File: config.mk
export PLATFORM = sky130hd
export DESIGN_NAME = keyed_slot_toggle_allocator
export DESIGN_NICKNAME = d
export VERILOG_FILES = /design/src/sv/kst_pkg.sv /design/src/sv/kst_cell.sv /design/src/sv/kst_pick.sv /design/src/sv/keyed_slot_toggle_allocator.sv
export VERILOG_INCLUDE_DIRS = /design/src /design/src/sv
export SDC_FILE = /design/constraint.sdc
export NUM_CORES = 2
export LEC_CHECK = 0
export BUFFER_PORTS_ARGS = -buffer_cell sky130_fd_sc_hd__buf_4
export CAP_MARGIN = 20
export CORE_UTILIZATION = 50
export DETAILED_ROUTE_END_ITERATION = 10
export HOLD_SLACK_MARGIN = 0.06
export PLACE_DENSITY = 0.65
export SLEW_MARGIN = 15
export SYNTH_ARGS = -nofsm -noshare
export SYNTH_HDL_FRONTEND = slang
export SYNTH_SLANG_ARGS = --single-unit
File: constraint.sdc
create_clock -name clk -period 7.79 [get_ports clk]
set_input_delay 0.3895 -clock clk [delete_from_list [all_inputs] [get_ports clk]]
set_output_delay 0.3895 -clock clk [all_outputs]
set_load 0.02 [all_outputs]
File: src/sv/assert_macros.svh
// Assertion macros shared by the allocator RTL.
// Each macro is clocked on clk and disabled while rst_n is low.
`ifndef ASSERT_MACROS_SVH
`define ASSERT_MACROS_SVH

// Property that holds at every clock edge outside reset.
`define KST_ASSERT(lbl, prop, msg) \
  lbl: assert property (@(posedge clk) disable iff (!rst_n) (prop)) else $error(msg);

// Implication checked at the next clock edge.
`define KST_ASSERT_NEXT(lbl, ante, cons, msg) \
  lbl: assert property (@(posedge clk) disable iff (!rst_n) (ante) |=> (cons)) else $error(msg);

`endif

File: src/sv/kst_pkg.sv
`timescale 1ns / 1ps
// Shared types and constants for the keyed slot toggle allocator.
// No dependencies; imported by every module of the block.
package kst_pkg;

  localparam int NUM_SLOTS_DEF = 32;
  localparam int KEY_BITS_DEF  = 56;

  localparam int KEY_W    = 56;
  localparam int STAMP_W  = 17;
  localparam int STATUS_W = 2;
  localparam int SLOT_W   = 6;

  typedef enum logic [STATUS_W-1:0] {
    ST_ALLOC   = 2'd0,
    ST_RELEASE = 2'd1,
    ST_FULL    = 2'd2
  } status_t;

  // Per-step control broadcast from the sequencer to every cell.
  typedef struct packed {
    logic cmp;    // capture hit and free flags
    logic apply;  // update the granted cell
    logic alloc;  // 1: allocate, 0: release
  } cell_ctl_t;

endpackage

File: src/sv/kst_cell.sv
`timescale 1ns / 1ps
// One slot of the allocator: occupancy bit, key and stamp, plus hit/free flags.
// Depends on kst_pkg.
module kst_cell
  import kst_pkg::*;
#(
  parameter int KEY_BITS = KEY_BITS_DEF
) (
  input  logic                clk,
  input  logic                rst_n,
  input  cell_ctl_t           ctl,
  input  logic                grant,
  input  logic [KEY_BITS-1:0] req_key,
  input  logic [STAMP_W-1:0]  req_stamp,
  output logic                hit,
  output logic                free,
  output logic [STAMP_W-1:0]  stamp
);

  logic                occ_r, occ_nxt;
  logic [KEY_BITS-1:0] key_r;
  logic [STAMP_W-1:0]  stamp_r;
  logic                hit_r, free_r;

  always_comb begin
    occ_nxt = occ_r;
    if (ctl.apply && grant) begin
      occ_nxt = ctl.alloc;
    end
  end

  always_ff @(posedge clk) begin
    if (!rst_n) begin
      occ_r <= 1'b0;
    end else begin
      occ_r <= occ_nxt;
    end
  end

  always_ff @(posedge clk) begin
    if (ctl.cmp) begin
      hit_r  <= occ_r && (key_r == req_key);
      free_r <= !occ_r;
    end
    if (ctl.apply && grant && ctl.alloc) begin
      key_r   <= req_key;
      stamp_r <= req_stamp;
    end
  end

  assign hit   = hit_r;
  assign free  = free_r;
  assign stamp = stamp_r;

`include "assert_macros.svh"

  `KST_ASSERT(a_occ_only_on_grant, $stable(occ_r) || $past(ctl.apply && grant), "bad occupancy")
  `KST_ASSERT_NEXT(a_alloc_sets_occ, ctl.apply && grant && ctl.alloc, occ_r, "slot not taken")

endmodule

File: src/sv/kst_pick.sv
`timescale 1ns / 1ps
// Lowest-slot picker: grants the lowest hit, else the lowest free slot.
// Depends on kst_pkg.
module kst_pick
  import kst_pkg::*;
#(
  parameter int NUM_SLOTS = NUM_SLOTS_DEF
) (
  input  logic [NUM_SLOTS-1:0] hit_vec,
  input  logic [NUM_SLOTS-1:0] free_vec,
  output logic [NUM_SLOTS-1:0] grant,
  output logic                 is_hit,
  output logic                 any
);

  logic [NUM_SLOTS-1:0] sel;

  // isolate the lowest set bit with one wide add
  always_comb begin
    is_hit = |hit_vec;
    sel    = is_hit ? hit_vec : free_vec;
    any    = |sel;
    grant  = sel & (~sel + {{(NUM_SLOTS-1){1'b0}}, 1'b1});
  end

endmodule

File: src/sv/keyed_slot_toggle_allocator.sv
`timescale 1ns / 1ps
// Keyed slot toggle allocator: top level with sequencer, row of slot cells
// and picker. Depends on kst_pkg, kst_cell and kst_pick.
//
// Usage:
//   Input channel in_valid/in_stall carries a request of in_key and in_stamp.
//   A key that matches an occupied slot frees it and returns status release
//   with the 1-based slot and its stored stamp; otherwise the lowest free slot
//   takes key and stamp and returns status allocate; with no free slot the
//   result is status full, slot 0, time 0.
//   Output channel out_valid/out_stall carries out_status, out_slot and
//   out_time_out from an output register; exactly one result per request.
//   Timing: a request is taken in idle, then steps through compare, pick
//   and apply in turn; the result is registered at apply, and a new request
//   is taken only once the state is back in idle. The pick step (one wide add
//   across all slots) sets the per-step cycle time.
//   While out_stall holds a pending result, the apply step waits and
//   in_stall stays high. Reset empties every slot at once; key and stamp
//   storage are not cleared.
module keyed_slot_toggle_allocator
  import kst_pkg::*;
#(
  parameter int NUM_SLOTS = NUM_SLOTS_DEF,
  parameter int KEY_BITS  = KEY_BITS_DEF
) (
  input  logic                clk,
  input  logic                rst_n,
  input  logic                in_valid,
  output logic                in_stall,
  input  logic [KEY_W-1:0]    in_key,
  input  logic [STAMP_W-1:0]  in_stamp,
  output logic                out_valid,
  input  logic                out_stall,
  output logic [STATUS_W-1:0] out_status,
  output logic [SLOT_W-1:0]   out_slot,
  output logic [STAMP_W-1:0]  out_time_out
);

  localparam int IDX_W = $clog2(NUM_SLOTS + 1);

  typedef enum logic [3:0] {
    S_IDLE  = 4'b0001,
    S_CMP   = 4'b0010,
    S_PICK  = 4'b0100,
    S_APPLY = 4'b1000
  } state_t;

  state_t                state_r, state_nxt;
  logic [KEY_BITS-1:0]   req_key_r;
  logic [STAMP_W-1:0]    req_stamp_r;
  logic [NUM_SLOTS-1:0]  grant_r;
  logic                  hit_sel_r;
  logic                  any_r;
  logic                  out_valid_r, out_valid_nxt;
  status_t               out_status_r;
  logic [SLOT_W-1:0]     out_slot_r;
  logic [STAMP_W-1:0]    out_time_r;

  logic                  accept;
  logic                  out_free;
  logic                  do_apply;
  cell_ctl_t             ctl;
  logic [NUM_SLOTS-1:0]  hit_vec, free_vec, pick_grant;
  logic                  pick_hit, pick_any;
  logic [STAMP_W-1:0]    cell_stamp [NUM_SLOTS];
  logic [STAMP_W-1:0]    rd_stamp;
  logic [IDX_W-1:0]      slot_num;

  assign in_stall = (state_r != S_IDLE);
  assign accept   = in_valid && !in_stall;
  assign out_free = !out_valid_r || !out_stall;
  assign do_apply = (state_r == S_APPLY) && out_free;

  always_comb begin
    ctl.cmp   = (state_r == S_CMP);
    ctl.apply = do_apply;
    ctl.alloc = !hit_sel_r;
  end

  for (genvar g = 0; g < NUM_SLOTS; g++) begin : g_cell
    kst_cell #(
      .KEY_BITS (KEY_BITS)
    ) u_cell (
      .clk       (clk),
      .rst_n     (rst_n),
      .ctl       (ctl),
      .grant     (grant_r[g]),
      .req_key   (req_key_r),
      .req_stamp (req_stamp_r),
      .hit       (hit_vec[g]),
      .free      (free_vec[g]),
      .stamp     (cell_stamp[g])
    );
  end

  kst_pick #(
    .NUM_SLOTS (NUM_SLOTS)
  ) u_pick (
    .hit_vec  (hit_vec),
    .free_vec (free_vec),
    .grant    (pick_grant),
    .is_hit   (pick_hit),
    .any      (pick_any)
  );

  // read back the granted slot's stamp and number
  always_comb begin
    rd_stamp = '0;
    slot_num = '0;
    for (int i = 0; i < NUM_SLOTS; i++) begin
      if (grant_r[i]) begin
        rd_stamp = rd_stamp | cell_stamp[i];
        slot_num = slot_num | IDX_W'(i + 1);
      end
    end
  end

  always_comb begin
    state_nxt = state_r;
    case (state_r)
      S_IDLE:  if (in_valid) state_nxt = S_CMP;
      S_CMP:   state_nxt = S_PICK;
      S_PICK:  state_nxt = S_APPLY;
      S_APPLY: if (out_free) state_nxt = S_IDLE;
      default: state_nxt = S_IDLE;
    endcase
  end

  always_comb begin
    out_valid_nxt = out_valid_r;
    if (out_valid_r && !out_stall) begin
      out_valid_nxt = 1'b0;
    end
    if (do_apply) begin
      out_valid_nxt = 1'b1;
    end
  end

  always_ff @(posedge clk) begin
    if (!rst_n) begin
      state_r     <= S_IDLE;
      out_valid_r <= 1'b0;
    end else begin
      state_r     <= state_nxt;
      out_valid_r <= out_valid_nxt;
    end
  end

  always_ff @(posedge clk) begin
    if (accept) begin
      req_key_r   <= KEY_BITS'(in_key);
      req_stamp_r <= in_stamp;
    end
    if (state_r == S_PICK) begin
      grant_r   <= pick_grant;
      hit_sel_r <= pick_hit;
      any_r     <= pick_any;
    end
    if (do_apply) begin
      if (!any_r) begin
        out_status_r <= ST_FULL;
        out_slot_r   <= '0;
        out_time_r   <= '0;
      end else if (hit_sel_r) begin
        out_status_r <= ST_RELEASE;
        out_slot_r   <= SLOT_W'(slot_num);
        out_time_r   <= rd_stamp;
      end else begin
        out_status_r <= ST_ALLOC;
        out_slot_r   <= SLOT_W'(slot_num);
        out_time_r   <= req_stamp_r;
      end
    end
  end

  assign out_valid    = out_valid_r;
  assign out_status   = out_status_r;
  assign out_slot     = out_slot_r;
  assign out_time_out = out_time_r;

`include "assert_macros.svh"

  `KST_ASSERT(a_grant_onehot, (state_r != S_APPLY) || $onehot0(grant_r), "grant is not one-hot")
  `KST_ASSERT_NEXT(a_accept_to_cmp, accept, state_r == S_CMP, "request did not start compare")
  `KST_ASSERT(a_result_from_apply, !$rose(out_valid_r) || $past(do_apply), "stray result")

endmodule
# [Word level (Yosys, flattened, before mapping)]
# Index checks and enable logic that the tools add are counted.
[op_classes] mux=86 eq_ne=39 reduce_logical=140 add_sub_neg=1 bitwise_logic=33
[op_table] cell="56-bit equality test" n=32
[op_table] cell="17-bit two-way mux" n=37
[op_table] cell="17-bit OR" n=31
[op_table] cell="1-bit logical AND" n=99
[op_table] cell="5-bit two-way mux" n=16
[op_table] cell="32-bit OR reduction" n=2
[op_table] cell="4-bit two-way mux" n=12
[op_table] cell="1-bit zero test" n=36
[op_table] cell="32-bit by 1-bit adder with 32-bit output, second input constant" n=1
[op_table] cell="32-bit bitwise AND" n=1
[op_table] cell="32-bit two-way mux" n=1
[op_table] cell="32-bit NOT" n=1
[op_table] cell="6-bit two-way mux" n=5
[op_table] cell="4-bit case mux with 4 select lines" n=1
[op_table] cell="2-bit two-way mux" n=6
[op_table] cell="3-bit two-way mux" n=4
[op_table] cell="4-bit by 1-bit equality test with 1-bit output, second input constant" n=1
[op_table] cell="4-bit by 2-bit equality test with 1-bit output, second input constant" n=1
[op_table] cell="4-bit by 3-bit equality test with 1-bit output, second input constant" n=1
[op_table] cell="4-bit equality test, second input constant" n=1
[op_table] cell="1-bit two-way mux" n=4
[op_table] cell="2-bit inequality test, second input constant" n=2
[op_table] cell="4-bit by 1-bit inequality test with 1-bit output, second input constant" n=1
[op_table] cell="2-bit AND reduction" n=1
[op_table] cell="2 further kinds" n=2
[word_totals] inputBits=77 ff_bits=2569 elab_cells=469 out_inout_bits=27

# [Longest topological paths before layout]
[depth] ltp_word=68 ltp_mapped=8 mapped_depth_nobuf=6

# [Cells and area by module]
# Synthesis repeated with hierarchy kept, for this count alone.
[unflattened] hier_cells=6158 hier_area_um2=102988.8
[by_module_without_submodules] mod="kst_cell" seq_area_each_um2=2272.2 cells_each=167 instances=32 area_per_inst_um2=2955.3
[by_module_without_submodules] mod="keyed_slot_toggle_allocator" seq_area_each_um2=4063.9 cells_each=648 instances=1 area_per_inst_um2=7414.6
[by_module_without_submodules] mod="kst_pick" seq_area_each_um2=0.0 cells_each=166 instances=1 area_per_inst_um2=1003.5

# [Worst setup path before layout]
# Ideal clock, no wire load.
[synth_path] path_kind="register to register" start="register state_r[3]" end="register g_cell[0].u_cell.free_r, enable pin" slack_ns=-0.004 stages_incl_launch_ff=2 t_required_ns=7.118 n_path_buf=0 arrival_time_ns=7.122 cell_sequence="dfxtp_1 > nor4b_1"
[synth_between] elab_chain_len=1
[synth_rtl] item="from (decl)" line="keyed_slot_toggle_allocator.sv:48" source="state_t state_r, state_nxt;"
[synth_rtl] item="from (signal assigned)" line="keyed_slot_toggle_allocator.sv:144" source="state_r <= state_nxt;"
[synth_rtl] item="4-bit by 2-bit equality test with 1-bit output" line="keyed_slot_toggle_allocator.sv:75" source="ctl.cmp = (state_r == S_CMP);"
[synth_rtl] item="to (signal assigned)" line="kst_cell.sv:43" source="free_r <= !occ_r;"
[synth_rtl] item="to (decl)" line="kst_cell.sv:23" source="logic hit_r, free_r;"
# No other way between the ends.
# A chain may end at the register's enable or synchronous reset.

# [Worst setup path in the final report]
[layout_path] start="register state_r[3]" end="register g_cell[18].u_cell.key_r[40], enable pin"
[layout_between] elab_chain_len=4
[layout_rtl] item="4-bit equality test" line="keyed_slot_toggle_allocator.sv:72" source="assign do_apply = (state_r == S_APPLY) && out_free;"
[layout_rtl] item="1-bit logical AND" line="keyed_slot_toggle_allocator.sv:72"
[layout_rtl] item="1-bit logical AND (2 in a row)" line="kst_cell.sv:45" source="if (ctl.apply && grant && ctl.alloc) begin"
[layout_rtl] item="to (signal assigned)" line="kst_cell.sv:46" source="key_r <= req_key;"
[layout_rtl] item="to (decl)" line="kst_cell.sv:21" source="logic [KEY_BITS-1:0] key_r;"
# No other way between the ends.

==> qor.yml <==
cts:
  clk_pin_slew_worst_paths_ns: 0.06
  numClockSinks: 2569
  clockBufferDepth: 4
  ctsRootBufferMaster: "clkbuf_16"
  cts_tree: "built"
  clock_latency_ns: 0.95
  numCtsBuffers: 278
  htree_levels: 5
  post-cts-setup-buffers: 0
placed_design:
  place_congestion: 0.951
  hpwl_um: 190000
  placed_cell_area_um2: 108000
  portBuffers: 103
floorplan:
  chipHeight_um: 454
  start_util: 0.505
  core_um2: 203000
  row_count: 165
  die_area_um2: 207000
  die_width_um: 454
  num_io_pins: 104
timing:
  relSlewSlack: 0.159
  grt_setup_unrepaired: "no"
  fin_skew_ns: 0.0728
  tightest_slew_ns: 1.26
  finalHoldViolCount: 0
  setup_viol: 0
  tns_ns: 0
  fin_crit_sh: 0.541
  period_needed_ns: 4.21
  slew_viol_final: 0
  fmax_mhz: 237
worst_setup_path:
  path_max_fanout: 58
  cp.required_ns: 8.32
  crit-reg2reg-launch: "state_r[3]$_SDFFE_PN0P_"
  arrival_ns: 4.74
  cp_common_cell: "buf_4"
  cpPeakStageDelay_ns: 0.84
  path_class: "reg -> reg"
  cp-start-kind: "flop"
  cp_slowest_cell: "nor2_4"
  critPathLaunch: "state_r[3]$_SDFFE_PN0P_"
  crit_path_end_kind: "flop"
  path_cells: "or4b_2 > a21oi_4 > buf_4 > nand2_1 > nor2_4 > buf_4"
synth:
  synth_ff_type: "edfxtp_1"
  synth_top_area_frac: 0.743
  yosysTopAreaCell: "edfxtp_1"
  netlist_instances: 6145
  synth_edf_count: 2532
  synth_area_leaders: "edfxtp_1 74%, xor2_1 6.3%, xnor2_1 6.0%"
  ys_seq_area_frac: 0.750
  synth_top_family_by_area: "XOR/XNOR gates"
  synthMuxAreaShare: 0.0000978
  ys_ff_latch: 2569
  async_reset_ff_frac: 0
  synth_compound_area_frac: 0.0580
  synth.distinct_cells: 68
  yosysWarnings: 0
  synth_xor_xnor_area_share: 0.122
  synth_fp_nets: 6222
  synth_area_per_cell_um2: 16.7
  syn_area_um2: 102000
  synth-simple-area-share: 0.0523
  synthAdderAreaFrac: 0
cells_and_area:
  multi_input_comb_area_um2: 24100
  synthToLayoutAreaGrowth_pct: 14.4
  drive_gt1_frac: 0.111
  regArea_um2: 76800
  fillCellCount: 15374
  stdcell_area_um2: 117000
  fin_nets: 6629
routing:
  ant_nets: 0
  wire_per_inst_um: 34.5
  route.vias.total: 60532
  dr.pass1.iters: 7
  drt-initial-drc-count: 9122
  drt_drc_violations_left: 0
  vias_per_cell: 6.44
  wl_um: 324000
power_and_ir_drop:
  finalPower_mw: 30.8
  power_density_nw_per_um2: 263
  ir_drop_v: 0.000241
  p_leak_nw: 37.0
grt:
  grt_overflow: 0
  grt_pass1_vias: 57544
  grtUsageTotal: 0.311
  antenna_found_initial: 27
  grt_pass1_wl_um: 446000
  grt_max_degree: 74
min_path:
  min_from: "in_stamp[1]"
  hold_path_class: "in -> reg"
run_status:
  status: "completed"
run:
  drv_cap: 0
[timing repair]
action                    4_1_cts  5_1_grt
hold endpoints to repair      118        0
hold buffers                   78        0
resized for setup               0        0
[cell type report]
class | count | area share
multi-input combinational | 3108 | 0.206
inverter | 163 | 0.00523
antenna | 3 | 0.0000641
sequential | 2569 | 0.656
clock inverter | 103 | 0.00735
clock buffer | 356 | 0.0638
tap | 2672 | 0.0286
timing repair buffer | 432 | 0.0331
[placed cells by master, fill, tap and decap left out, types with 67 or more instances in the layout]
cell,n
edfxtp_1,2532
xor2_1,734
xnor2_1,696
buf_4,319
clkbuf_16,288
nand4_1,267
nor4_1,252
inv_1,153
a22oi_1,137
a221oi_1,134
a22o_1,110
o22ai_1,108
dlygate4sd3_1,78
nor3_1,71
nand2_1,69
clkbuf_1,67
[worst max-delay path: cells and delay by family (launching register included)]
| family | cells | cell delay, ns |
|---|---|---|
| compound gates | 1 | 0.13 |
| buf+inv | 2 | 1.39 |
| flops | 1 | 0.47 |
| simple gates | 3 | 1.75 |
[worst paths after layout]
kind              slack [ns]                                    end  depth (start not counted)
setup / recovery        3.58  g_cell[18].u_cell.key_r[40]$_DFFE_PP_                          6
hold / removal          0.17               req_stamp_r[1]$_DFFE_PP_                          2
setup reg to reg        3.58  g_cell[18].u_cell.key_r[40]$_DFFE_PP_                          6
hold reg to reg         0.50        g_cell[4].u_cell.free$_DFFE_PN_                          1
[synthesized netlist by cell type (27+ instances only)]
| cell | count |
|---|---|
| a221oi_1 | 134 |
| a222oi_1 | 34 |
| xor2_1 | 734 |
| nor2_1 | 74 |
| nand3_1 | 44 |
| edfxtp_1 | 2532 |
| xnor2_1 | 696 |
| o22ai_1 | 108 |
| nor4_1 | 253 |
| nor2b_1 | 44 |
| a22o_1 | 110 |
| o2bb2ai_1 | 44 |
| buf_1 | 110 |
| clkbuf_1 | 188 |
| nand4_1 | 267 |
| dfxtp_1 | 37 |
| a22oi_1 | 137 |
| nor3_1 | 72 |
| a21oi_1 | 28 |
| inv_1 | 153 |
| o21ai_0 | 33 |
| nand2_1 | 69 |
| a31oi_1 | 27 |
[state kept, by name, summed over array words and instances (netlist names)]
| name | flops |
|---|---|
| g_cell.u_cell.occ_r | 32 |
| g_cell.u_cell.free | 32 |
| grant_r | 32 |
| out_time_out | 17 |
| out_valid | 1 |
| state_r | 4 |
| hit_sel_r | 1 |
| g_cell.u_cell.hit | 32 |
| g_cell.u_cell.stamp | 544 |
| req_stamp_r | 17 |
| out_slot | 6 |
| req_key_r | 56 |
| out_status | 2 |
| any_r | 1 |
| g_cell.u_cell.key_r | 1792 |
[through the flow]
stage | cells | setup slack [ns] | hold slack, ns | utilization
2_1_floorplan | 6145 | 1.75 | 0.437 | -
3_3_place_gp | 8861 | 3.60 | 0.489 | 0.532
3_5_place_dp | 8861 | 3.60 | 0.488 | 0.532
4_1_cts | 9398 | 3.60 | 0.134 | 0.577
5_1_grt | 9403 | 3.46 | 0.154 | 0.577
6_report | 9406 | 3.58 | 0.172 | 0.577
[power by group]
part	switching, mW	internal (mW)	total [mW]
clock	5.24	7.22	12.5
combinational	2.03	0.733	2.76
sequential	0.0822	15.5	15.6
[logic make-up (layout without fill, tap and decap cells)]
group | after synthesis | in the layout
simple gates | 918 | 918
other cells | 0 | 3
compound gates | 759 | 759
xor+xnor | 1430 | 1430
flops | 2569 | 2569
mux | 1 | 1
buf+inv | 468 | 1054
[per-layer routing]
metal	track usage	part of all wire
met1	0.425	0.38
met2	0.486	0.46
met3	0.0593	0.11
met4	0.142	0.051
met5	0	0.00018
Power figures use the tool's default switching activity.
